--- config.mk ---
export PLATFORM = sky130hd
export DESIGN_NAME = spi_master_shift_engine_unit
export DESIGN_NICKNAME = d
export VERILOG_FILES = /design/src/hdl/spi_mse_pkg.sv /design/src/hdl/spi_mse_cfg_regs.sv /design/src/hdl/spi_mse_core.sv /design/src/hdl/spi_master_shift_engine_unit.sv
export SDC_FILE = /design/constraint.sdc
export NUM_CORES = 1
export LEC_CHECK = 0
export ABC_CLOCK_PERIOD_IN_PS = 3900
export BUFFER_PORTS_ARGS = -buffer_cell sky130_fd_sc_hd__buf_2
export CAP_MARGIN = 0
export CORE_ASPECT_RATIO = 1.1
export CORE_MARGIN = 2
export CORE_UTILIZATION = 25
export CTS_CLUSTER_SIZE = 10
export DETAILED_ROUTE_END_ITERATION = 6
export SYNTH_ARGS = -nofsm -noshare
export SYNTH_HDL_FRONTEND = slang
export SYNTH_SLANG_ARGS = --single-unit
--- constraint.sdc ---
create_clock -name clk -period 3.9 [get_ports clk]
set_input_delay 0 -clock clk [delete_from_list [all_inputs] [get_ports clk]]
set_output_delay 0 -clock clk [all_outputs]
set_load 0.005 [all_outputs]
--- src/hdl/spi_mse_pkg.sv ---
`timescale 1ns / 1ps
// ----------------------------------------------------------------------------
// spi_mse_pkg
// Shared types, constants and helpers for the tick-driven SPI master engine.
// ----------------------------------------------------------------------------
package spi_mse_pkg;

    localparam int WORD_WIDTH = 16;
    localparam int IDX_W      = $clog2(WORD_WIDTH);
    localparam int TICK_W     = 10;
    localparam int BITS_W     = 5;
    localparam int HIGH_W     = 8;
    localparam int CFG_IDX_W  = 3;
    localparam int CFG_DATA_W = 10;

    localparam logic [BITS_W-1:0] BIT_COUNT_RST   = BITS_W'(16);
    localparam logic [TICK_W-1:0] HALF_PERIOD_RST = TICK_W'(25);
    localparam logic [TICK_W-1:0] GUARD_RST       = TICK_W'(100);
    localparam logic [TICK_W-1:0] READ_GAP_RST    = TICK_W'(10);
    localparam logic [HIGH_W-1:0] READ_HIGH_RST   = HIGH_W'(1);

    typedef enum logic [CFG_IDX_W-1:0] {
        REG_BIT_COUNT   = 3'd0,
        REG_HALF_PERIOD = 3'd1,
        REG_GUARD       = 3'd2,
        REG_READ_GAP    = 3'd3,
        REG_READ_HIGH   = 3'd4
    } cfg_reg_t;

    typedef enum logic [1:0] {
        CMD_TICK    = 2'd0,
        CMD_WRITE   = 2'd1,
        CMD_READ    = 2'd2,
        CMD_RESTORE = 2'd3
    } cmd_t;

    typedef enum logic [2:0] {
        PH_IDLE   = 3'd0,
        PH_WGUARD = 3'd1,
        PH_WSETUP = 3'd2,
        PH_WHIGH  = 3'd3,
        PH_WTAIL  = 3'd4,
        PH_RGAP   = 3'd5,
        PH_RHIGH  = 3'd6,
        PH_RLOW   = 3'd7
    } phase_t;

    typedef struct packed {
        logic [BITS_W-1:0] bit_count;
        logic [TICK_W-1:0] half_period;
        logic [TICK_W-1:0] guard;
        logic [TICK_W-1:0] read_gap;
        logic [HIGH_W-1:0] read_high;
    } cfg_t;

    typedef struct packed {
        logic                  select_n;
        logic                  clock_out;
        logic                  data_out;
        logic                  busy;
        logic                  done;
        logic [WORD_WIDTH-1:0] read_data;
    } res_t;

    // Index of the first (most significant) bit; zero count acts as one,
    // counts beyond the word act as the full word.
    function automatic logic [IDX_W-1:0] first_index(input logic [BITS_W-1:0] bc);
        logic [IDX_W-1:0] idx;
        if (bc == '0) begin
            idx = '0;
        end else if (int'(bc) > WORD_WIDTH) begin
            idx = IDX_W'(WORD_WIDTH - 1);
        end else begin
            idx = IDX_W'(bc - BITS_W'(1));
        end
        return idx;
    endfunction

endpackage

--- src/hdl/spi_mse_cfg_regs.sv ---
`timescale 1ns / 1ps
// ----------------------------------------------------------------------------
// spi_mse_cfg_regs
// Timing and length registers, written through a valid/ready channel.
// ----------------------------------------------------------------------------
module spi_mse_cfg_regs (
    input  logic                             clk,
    input  logic                             rst_n,
    input  logic                             cfg_valid,
    output logic                             cfg_ready,
    input  logic [spi_mse_pkg::CFG_IDX_W-1:0]  cfg_index,
    input  logic [spi_mse_pkg::CFG_DATA_W-1:0] cfg_data,
    output spi_mse_pkg::cfg_t                cfg
);
    import spi_mse_pkg::*;

    cfg_t cfg_reg;

    assign cfg_ready = 1'b1;
    assign cfg       = cfg_reg;

    always_ff @(posedge clk or negedge rst_n)
    begin
        if (!rst_n)
        begin
            cfg_reg.bit_count   <= BIT_COUNT_RST;
            cfg_reg.half_period <= HALF_PERIOD_RST;
            cfg_reg.guard       <= GUARD_RST;
            cfg_reg.read_gap    <= READ_GAP_RST;
            cfg_reg.read_high   <= READ_HIGH_RST;
        end
        else if (cfg_valid && cfg_ready)
        begin
            case (cfg_index)
                REG_BIT_COUNT:   cfg_reg.bit_count   <= cfg_data[BITS_W-1:0];
                REG_HALF_PERIOD: cfg_reg.half_period <= cfg_data[TICK_W-1:0];
                REG_GUARD:       cfg_reg.guard       <= cfg_data[TICK_W-1:0];
                REG_READ_GAP:    cfg_reg.read_gap    <= cfg_data[TICK_W-1:0];
                REG_READ_HIGH:   cfg_reg.read_high   <= cfg_data[HIGH_W-1:0];
                default: ;
            endcase
        end
    end

endmodule

--- src/hdl/spi_mse_core.sv ---
`timescale 1ns / 1ps
// ----------------------------------------------------------------------------
// spi_mse_core
// Transfer sequencer: advances one tick per accepted word, shows next pins.
// ----------------------------------------------------------------------------
module spi_mse_core (
    input  logic                                clk,
    input  logic                                rst_n,
    input  logic                                step,
    input  spi_mse_pkg::cfg_t                   cfg,
    input  logic [1:0]                          command,
    input  logic [spi_mse_pkg::WORD_WIDTH-1:0]  tx_data,
    input  logic                                sdi,
    output spi_mse_pkg::res_t                   res
);
    import spi_mse_pkg::*;

    phase_t                phase_reg,   phase_next;
    logic [TICK_W-1:0]     tick_reg,    tick_next;
    logic [IDX_W-1:0]      idx_reg,     idx_next;
    logic [WORD_WIDTH-1:0] send_reg,    send_next;
    logic [WORD_WIDTH-1:0] recv_reg,    recv_next;
    logic                  sel_reg,     sel_next;
    logic                  clk_lvl_reg, clk_lvl_next;
    logic                  dat_reg,     dat_next;
    logic                  done;

    logic [TICK_W-1:0]     tick_inc;
    logic [TICK_W-1:0]     limit;
    logic                  wait_done;
    cmd_t                  cmd;

    assign cmd      = cmd_t'(command);
    assign tick_inc = tick_reg + TICK_W'(1);

    always_comb
    begin
        case (phase_reg)
            PH_WGUARD, PH_WTAIL: limit = cfg.guard;
            PH_WSETUP, PH_WHIGH: limit = cfg.half_period;
            PH_RGAP:             limit = cfg.read_gap;
            PH_RHIGH:            limit = TICK_W'(cfg.read_high);
            default:             limit = '0;
        endcase
    end

    assign wait_done = (tick_inc >= limit);

    always_comb
    begin
        phase_next   = phase_reg;
        tick_next    = tick_reg;
        idx_next     = idx_reg;
        send_next    = send_reg;
        recv_next    = recv_reg;
        sel_next     = sel_reg;
        clk_lvl_next = clk_lvl_reg;
        dat_next     = dat_reg;
        done         = 1'b0;

        case (phase_reg)
            PH_IDLE:
            begin
                case (cmd)
                    CMD_WRITE:
                    begin
                        send_next  = tx_data;
                        idx_next   = first_index(cfg.bit_count);
                        sel_next   = 1'b0;
                        tick_next  = '0;
                        phase_next = PH_WGUARD;
                    end
                    CMD_READ:
                    begin
                        recv_next  = '0;
                        idx_next   = first_index(cfg.bit_count);
                        sel_next   = 1'b1;
                        tick_next  = '0;
                        phase_next = PH_RGAP;
                    end
                    CMD_RESTORE:
                    begin
                        sel_next     = 1'b1;
                        clk_lvl_next = 1'b1;
                        dat_next     = 1'b0;
                    end
                    default: ;
                endcase
            end
            PH_WGUARD:
            begin
                tick_next = wait_done ? '0 : tick_inc;
                if (wait_done)
                begin
                    dat_next   = send_reg[idx_reg];
                    phase_next = PH_WSETUP;
                end
            end
            PH_WSETUP:
            begin
                tick_next = wait_done ? '0 : tick_inc;
                if (wait_done)
                begin
                    clk_lvl_next = 1'b1;
                    phase_next   = PH_WHIGH;
                end
            end
            PH_WHIGH:
            begin
                tick_next = wait_done ? '0 : tick_inc;
                if (wait_done)
                begin
                    clk_lvl_next = 1'b0;
                    if (idx_reg == '0)
                    begin
                        phase_next = PH_WTAIL;
                    end
                    else
                    begin
                        idx_next   = idx_reg - IDX_W'(1);
                        dat_next   = send_reg[idx_reg - IDX_W'(1)];
                        phase_next = PH_WSETUP;
                    end
                end
            end
            PH_WTAIL:
            begin
                tick_next = wait_done ? '0 : tick_inc;
                if (wait_done)
                begin
                    sel_next   = 1'b1;
                    phase_next = PH_IDLE;
                    done       = 1'b1;
                end
            end
            PH_RGAP:
            begin
                tick_next = wait_done ? '0 : tick_inc;
                if (wait_done)
                begin
                    sel_next     = 1'b0;
                    clk_lvl_next = 1'b1;
                    phase_next   = PH_RHIGH;
                end
            end
            PH_RHIGH:
            begin
                tick_next = wait_done ? '0 : tick_inc;
                if (wait_done)
                begin
                    if (sdi)
                    begin
                        recv_next[idx_reg] = 1'b1;
                    end
                    clk_lvl_next = 1'b0;
                    phase_next   = PH_RLOW;
                end
            end
            PH_RLOW:
            begin
                tick_next = '0;
                if (idx_reg == '0)
                begin
                    phase_next = PH_IDLE;
                    done       = 1'b1;
                end
                else
                begin
                    idx_next     = idx_reg - IDX_W'(1);
                    clk_lvl_next = 1'b1;
                    phase_next   = PH_RHIGH;
                end
            end
            default:
            begin
                phase_next = PH_IDLE;
                tick_next  = '0;
            end
        endcase
    end

    always_ff @(posedge clk or negedge rst_n)
    begin
        if (!rst_n)
        begin
            phase_reg   <= PH_IDLE;
            tick_reg    <= '0;
            idx_reg     <= '0;
            send_reg    <= '0;
            recv_reg    <= '0;
            sel_reg     <= 1'b1;
            clk_lvl_reg <= 1'b1;
            dat_reg     <= 1'b0;
        end
        else if (step)
        begin
            phase_reg   <= phase_next;
            tick_reg    <= tick_next;
            idx_reg     <= idx_next;
            send_reg    <= send_next;
            recv_reg    <= recv_next;
            sel_reg     <= sel_next;
            clk_lvl_reg <= clk_lvl_next;
            dat_reg     <= dat_next;
        end
    end

    assign res.select_n  = sel_next;
    assign res.clock_out = clk_lvl_next;
    assign res.data_out  = dat_next;
    assign res.busy      = (phase_next != PH_IDLE);
    assign res.done      = done;
    assign res.read_data = recv_next;

    // Select stays low through the write bit phases.
    a_write_select_low: assert property (@(posedge clk) disable iff (!rst_n)
        (phase_reg == PH_WSETUP || phase_reg == PH_WHIGH) |-> !sel_reg)
        else $error("select high during write bits");

    // The low tick of a read always follows a sample with the clock low.
    a_read_low_clock: assert property (@(posedge clk) disable iff (!rst_n)
        (phase_reg == PH_RLOW) |-> !clk_lvl_reg)
        else $error("clock high in read low tick");

    // Entering a read bit raises the clock.
    a_rhigh_entry: assert property (@(posedge clk) disable iff (!rst_n)
        (step && phase_reg != PH_RHIGH && phase_next == PH_RHIGH)
        |=> (clk_lvl_reg && phase_reg == PH_RHIGH))
        else $error("read bit entered without clock high");

endmodule

--- src/hdl/spi_master_shift_engine_unit.sv ---
`timescale 1ns / 1ps
// ----------------------------------------------------------------------------
// spi_master_shift_engine_unit
// Tick-driven SPI master with a registered result channel.
// ----------------------------------------------------------------------------
// Usage:
//   Every input word is one tick of the pin waveform: a command (tick only,
//   start write, start read, restore idle levels), the word to send and the
//   sampled sdi level. Each accepted word yields exactly one result word with
//   the pin levels after that tick (select_n, clock_out, data_out), busy_res,
//   a done_res pulse on the finishing tick, and the receive word.
//   Input is taken when in_valid is high and in_stall is low; results leave
//   when out_valid is high and out_stall is low.
//   The result appears in the cycle after its word is accepted.
//   Throughput: one word per cycle. The sequencer state and the result
//   register both load in the accepting cycle, so back-to-back ticks flow unless a result is held by out_stall.
//   When the receiver stalls, hold the result; in_stall goes high only while
//   a result waits and out_stall is high, and the sequencer does not advance.
//   Reset: idle, select high, clock high, data low, receive word zero; the
//   registers return to 16 bits, half period 25, guard 100, gap 10, high 1.
//   Configuration: write only while no transfer is running and no result
//   is pending; cfg_ready is always high.
// ----------------------------------------------------------------------------
module spi_master_shift_engine_unit (
    input  logic                                  clk,
    input  logic                                  rst_n,
    input  logic                                  in_valid,
    output logic                                  in_stall,
    input  logic [1:0]                            command,
    input  logic [spi_mse_pkg::WORD_WIDTH-1:0]    tx_data,
    input  logic                                  sdi,
    output logic                                  out_valid,
    input  logic                                  out_stall,
    output logic                                  select_n,
    output logic                                  clock_out,
    output logic                                  data_out,
    output logic                                  busy_res,
    output logic                                  done_res,
    output logic [spi_mse_pkg::WORD_WIDTH-1:0]    read_data,
    input  logic                                  cfg_valid,
    output logic                                  cfg_ready,
    input  logic [spi_mse_pkg::CFG_IDX_W-1:0]     cfg_index,
    input  logic [spi_mse_pkg::CFG_DATA_W-1:0]    cfg_data
);
    import spi_mse_pkg::*;

    cfg_t cfg;
    res_t res;
    res_t res_reg;
    logic out_valid_reg;
    logic step;

    // Stall the sender only while a result is parked and not taken.
    assign in_stall = out_valid_reg && out_stall;
    assign step     = in_valid && !in_stall;

    spi_mse_cfg_regs u_cfg (
        .clk       (clk),
        .rst_n     (rst_n),
        .cfg_valid (cfg_valid),
        .cfg_ready (cfg_ready),
        .cfg_index (cfg_index),
        .cfg_data  (cfg_data),
        .cfg       (cfg)
    );

    spi_mse_core u_core (
        .clk     (clk),
        .rst_n   (rst_n),
        .step    (step),
        .cfg     (cfg),
        .command (command),
        .tx_data (tx_data),
        .sdi     (sdi),
        .res     (res)
    );

    // Result register: load on accept, drop valid once taken.
    always_ff @(posedge clk or negedge rst_n)
    begin
        if (!rst_n)
        begin
            out_valid_reg <= 1'b0;
        end
        else if (step)
        begin
            out_valid_reg <= 1'b1;
        end
        else if (!out_stall)
        begin
            out_valid_reg <= 1'b0;
        end
    end

    always_ff @(posedge clk)
    begin
        if (step)
        begin
            res_reg <= res;
        end
    end

    assign out_valid = out_valid_reg;
    assign select_n  = res_reg.select_n;
    assign clock_out = res_reg.clock_out;
    assign data_out  = res_reg.data_out;
    assign busy_res  = res_reg.busy;
    assign done_res  = res_reg.done;
    assign read_data = res_reg.read_data;

    // A finished transfer never reports busy on the same tick.
    a_done_not_busy: assert property (@(posedge clk) disable iff (!rst_n)
        (out_valid_reg && res_reg.done) |-> !res_reg.busy)
        else $error("done with busy set");

    // A new result only appears after an accepted word.
    a_valid_from_accept: assert property (@(posedge clk) disable iff (!rst_n)
        $rose(out_valid_reg) |-> $past(step))
        else $error("result without accepted word");

endmodule
# --- Word level (Yosys, flattened, before mapping) ---
# Index checks and enable logic that the tools add are counted.
totals:
  ff_bits: 117
  in_bits: 37
  output_inout_bits: 24
  word_cells: 120
op_classes:
  addsub: 3
  order_cmp: 5
  eq_ne: 17
  n_mux: 49
  n_bitwise: 1
  n_reduce_logical: 25
ops:
  columns: ["cell", "n"]
  rows:
  - ["16-bit 2-to-1 mux", 3]
  - ["10-bit one-hot mux with 4 select lines", 1]
  - ["16-bit one-hot mux with 2 select lines", 1]
  - ["10-bit one-hot mux with 3 select lines", 1]
  - ["3-bit 2-to-1 mux", 8]
  - ["3-bit one-hot mux with 8 select lines", 1]
  - ["10-bit 2-to-1 mux", 2]
  - ["4-bit 2-to-1 mux", 5]
  - ["1-bit 2-to-1 mux", 17]
  - ["16-bit bitwise OR", 1]
  - ["3-bit == test (second input constant)", 5]
  - ["3-bit by 2-bit == test with 1-bit output (second input constant)", 4]
  - ["4-bit one-hot mux with 3 select lines", 1]
  - ["2-bit AND reduction", 6]
  - ["2-bit OR reduction", 6]
  - ["10-bit by 1-bit adder with 10-bit output (second input constant)", 1]
  - ["10-bit >= comparator", 1]
  - ["4-bit by 5-bit less-than comparator with 1-bit output (second input constant)", 2]
  - ["1-bit binary-select mux with 4-bit select", 2]
  - ["4-bit by 1-bit subtractor with 4-bit output (second input constant)", 2]
  - ["3-bit by 1-bit == test with 1-bit output (second input constant)", 2]
  - ["3-bit zero test", 2]
  - ["1-bit one-hot mux with 3 select lines", 2]
  - ["3-bit one-hot mux with 2 select lines", 1]
  - ["other kinds (17)", 23]

# --- Logic depth before layout (Yosys ltp) ---
depth:
  word_depth: 8
  ltp_mapped: 14
  ltp_nobuf: 12

# --- Cells and area by module ---
# A second synthesis with hierarchy kept.
unflattened:
  hier_cells: 542
  area_unflattened_um2: 6287.3
by_module_without_submodules:
  columns: ["mod", "instances", "cells_each", "area_per_inst_um2", "seq_area_each_um2"]
  rows:
  - ["spi_mse_core", 1, 420, 3913.8, 1303.8]
  - ["spi_mse_cfg_regs", 1, 97, 1692.9, 1088.5]
  - ["spi_master_shift_engine_unit", 1, 25, 680.7, 655.6]

# --- Worst setup path before layout ---
# No wires, ideal clock.
synth_path:
  path_type: "register -> register"
  startpoint: "register u_core.phase_reg[1]"
  endpoint: "register res_reg (netlist bit read_data[13]) (data pin)"
  setup_ns: 0.257
  t_arrival_ns: 2.800
  path_slack_ns: 0.844
  stages_incl_launch_ff: 13
  path_buffers: 3
  synth_period_minus_slack_ns: 3.056
  cell_sequence: "dfrtp_1 > clkdlybuf4s15_2 > clkbuf_1 > clkbuf_1 > a221oi_1 > a21o_1 > ha_1 > a211o_1 > o211ai_1 > o21ai_1 > a21oi_2 > nor3_1 > a32o_1"
synth_rtl:
  columns: ["item", "line_no", "text"]
  rows:
  - ["start: declaration", "spi_mse_core.sv:18", "phase_t phase_reg, phase_next;"]
  - ["start signal: assignment", "spi_mse_core.sv:197", "phase_reg <= phase_next;"]
  - ["end signal: assignment", "spi_master_shift_engine_unit.sv:99", "res_reg <= res;"]
  - ["end: declaration", "spi_master_shift_engine_unit.sv:49", "res_t res_reg;"]

# --- Worst setup path in the final report ---
layout_path:
  startpoint: "register u_core.phase_reg[0]"
  endpoint: "register u_core.tick_reg[6]"
layout_via:
  elab_chain_cells: 6
  elab_cells_between_ends: 17
  classes_between: "order compare: 1; eq/ne: 8; mux: 3; reduce/logical: 5"
layout_rtl:
  columns: ["item", "line_no", "text"]
  rows:
  - ["3-bit by 2-bit == test with 1-bit output (tied with other cells)", "spi_mse_core.sv:38, spi_mse_core.sv:61", null]
  - ["2-bit OR reduction", "spi_mse_core.sv:38", "case (phase_reg)"]
  - ["10-bit one-hot mux with 4 select lines", "spi_mse_core.sv:38", null]
  - ["10-bit >= comparator", "spi_mse_core.sv:47", "assign wait_done = (tick_inc >= limit);"]
  - ["10-bit 2-to-1 mux", null, null]
  - ["10-bit one-hot mux with 3 select lines", "spi_mse_core.sv:61", "case (phase_reg)"]
  - ["end signal: assignment", "spi_mse_core.sv:198", "tick_reg <= tick_next;"]
  - ["end: declaration", "spi_mse_core.sv:19", "logic [TICK_W-1:0] tick_reg, tick_next;"]
# Parallel ways exist; a longest one is shown, timed or not.
# A chain may end at the register's enable or synchronous reset.

==> run metrics <==
max-slew violation count=0; max-capacitance violation count=0; overall via count from detail_route=4591; achievable clock frequency=301 MHz; vias in the first global route=4777; top cell type by total area after synthesis=sky130_fd_sc_hd__dfrtp_1; Die Y=169 um; clock tree from TritonCTS=done; final setup violating endpoints=0; power density over the cells=639 nW/um^2; root buffer cell=sky130_fd_sc_hd__clkbuf_16; WP buf/inv=1; total track usage=0.122; number of buffers between clock root and the deepest sink=2; number of flops mapped to enable cells by yosys=21; ant diodes=0; Core Rows=60; starting density of the core=0.254; Largest register FFs=43; leakage power of the design=3.35 nW; sort of element at the start of the critical path=flop; number of buffers inserted by port buffering=59; crit path max fanout=10; pin count of the biggest net entering global routing=68; DRC violations left=0; worst hold margin=6.40 ps; number of nets in the layout=694; placed wire-length estimate=10.7 mm; worst min-delay path startpoint=cfg_index[0]; category of the most critical setup path=flop to flop; Final Util=0.315; horizontal die dimension=154 um; hold path cells=3; setup skew after layout=9.42 ps; clock latency reported for the late side of the worst-skew pair=420 ps; slew at the pin with the worst max-slew slack=963 ps; GRT overflow=0; area of the die=26200 um^2; fraction of layout cells with a size suffix above 1=0.291; leading cell types by total area after synthesis=sky130_fd_sc_hd__dfrtp_1, sky130_fd_sc_hd__mux2_2, sky130_fd_sc_hd__edfxtp_1, sky130_fd_sc_hd__dfstp_2, sky130_fd_sc_hd__ha_1; Async SR Flop Fraction=0.821; Most used DFF post-synth=sky130_fd_sc_hd__dfrtp_1; first-pass iteration count of the detailed router=4; synthesis-to-finish area growth=24.0%; netlist area before placement=6220 um^2; Crit path required time=4220 ps; clock transition at the registers of the reported paths=50 ps; synthesis warning total=0; DRT iter0 DRCs=305; Vias/cell=4.78; average detailed-routed wire length per instance=15.8 um; critical-path cell with the highest stage delay=sky130_fd_sc_hd__dfrtp_1; setup TNS=0 ps; sequential area share after synthesis=0.490; number of H-tree levels=4; synthesized instance count=542; Final ANT Viol Nets=0; total nets after synthesis=599; RSZ-0062 raised after global routing=no; beginning of the worst register-to-register path=u_core.phase_reg[0]; final hold viol count=0; run status=finished, final reports clean; final worst path period share=0.852; min Tclk post-route=3320 ps; path type of the worst min-delay path=input pin to flop; number of buffers created by CTS=17; last weighted congestion value of the routability-driven placer=0.789; setup slack, reg-to-reg=580 ps; number of stages on the worst setup path=11; total wire length=15.2 mm; Arr. time, crit path=3640 ps; CTS sink count=117; Max stage delay on crit path=430 ps; wire length of the first global-routing pass=25.1 mm; Max-slew headroom=0.356; leading cell type in the layout, fill and taps excluded=sky130_fd_sc_hd__dfrtp_1; destination of the worst register-to-register timing path=u_core.tick_reg[6]; Worst setup startpoint=u_core.phase_reg[0]; end point of the most critical hold path=u_cfg.cfg[38]; floorplan core area=24500 um^2; Critical Path Sink Type=flop; critical path cell sequence=buf_4 -> mux2_2 -> a221oi_1 -> a21oi_1 -> ha_1 -> nand2b_1 -> a211oi_1 -> o21ai_1 -> a21oi_2 -> o2111ai_1 -> o21ai_0; count of unique library cells instantiated by Yosys=70; initial antenna violation count=0; cell family with the largest share of critical-path delay=compound AO/OA/AOI/OAI gates; top library cells by usage in the layout, fill and taps aside=sky130_fd_sc_hd__dfrtp_1, sky130_fd_sc_hd__mux2_2, sky130_fd_sc_hd__buf_2; FF+latch count, synth=117; depth of the worst register-to-register path=11; Boundary Pins=61; area share of the largest cell type after synthesis=0.338; Peak supply drop=0.301 mV; synthesized area per cell=11.5 um^2
==> report_power, final <==
part           internal (W)  switching (W)
clock network      0.000956       0.000575
logic              0.000761       0.000837
registers           0.00153       0.000270
==> repair_timing <==
action / in CTS / in global routing
gates resized for setup: 0 / 0
endpoints found under the hold margin: 124 / 0
hold buffers: 31 / 0
buffers inserted: 0 / 0
==> tightest hold or removal path, cell delays in order <==
cell and delay [ps]:
sky130_fd_sc_hd__buf_2 140, sky130_fd_sc_hd__nor3b_2 100, sky130_fd_sc_hd__o21ai_0 140
==> synthesized netlist by cell type, drive strengths merged (3+ instances only) <==
cell type,count
mux4,9
edfxtp,21
nor2,33
xor2,5
dfrtp,84
inv,22
xnor2,5
o211ai,5
a211oi,3
nor3,11
clkbuf,15
ha,20
mux2i,8
a221o,3
buf,10
a32o,8
dfstp,12
a21o,7
nand2b,6
o31ai,4
a221oi,5
a32oi,3
a22oi,5
a21oi,14
nand2,54
nor2b,4
nand4,3
nand3,11
o21ai,42
mux2,61
a22o,15
==> through the flow <==
| step | instances | instance area [um^2] | worst slack [ps] | total power (W) |
|---|---|---|---|---|
| floorplan | 542 | 6220 | 844 | 0.00297 |
| global placement | 897 | 6820 | 591 | 0.00335 |
| detailed placement | 897 | 6820 | 516 | 0.00338 |
| CTS | 960 | 7710 | 540 | 0.00496 |
| global route | 960 | 7710 | 202 | 0.00525 |
| finish | 960 | 7710 | 579 | 0.00493 |
==> kinds of logic after synthesis <==
kind of cell | Yosys count | share of synthesized area
adder cells (fa/ha/maj) | 21 | 0.0418
flip-flops | 117 | 0.490
multiplexers | 78 | 0.161
other | 1 | 0.000603
AO/OA/AOI/OAI | 130 | 0.148
buffers and inverters | 50 | 0.0422
AND/OR/NAND/NOR | 135 | 0.103
XOR/XNOR | 10 | 0.0141
==> how the worst max path moves through the flow <==
stage / end
floorplan: read_data[13]
global placement: u_core.tick_reg[8]
detailed placement: u_core.tick_reg[9]
CTS: u_core.tick_reg[1]
global route: read_data[13]
finish: u_core.tick_reg[6]
==> cell type report <==
cell class | count | area (um^2)
Sequential cell | 117 | 3050
Clock inverter | 12 | 130
Timing Repair Buffer | 102 | 698
Multi-Input combinational cell | 375 | 2910
Clock buffer | 20 | 447
Inverter | 24 | 90.1
Fill cell | 2520 | 16800
Tap cell | 310 | 388
==> layer usage <==
metal,track usage,share of wire,vias up
li1,-,-,2193
met1,0.163,0.47,2296
met2,0.196,0.48,91
met3,0.0271,0.036,11
met4,0.0423,0.011,0
met5,0,0,-
Note: power is estimated with default switching activity, not from simulation.
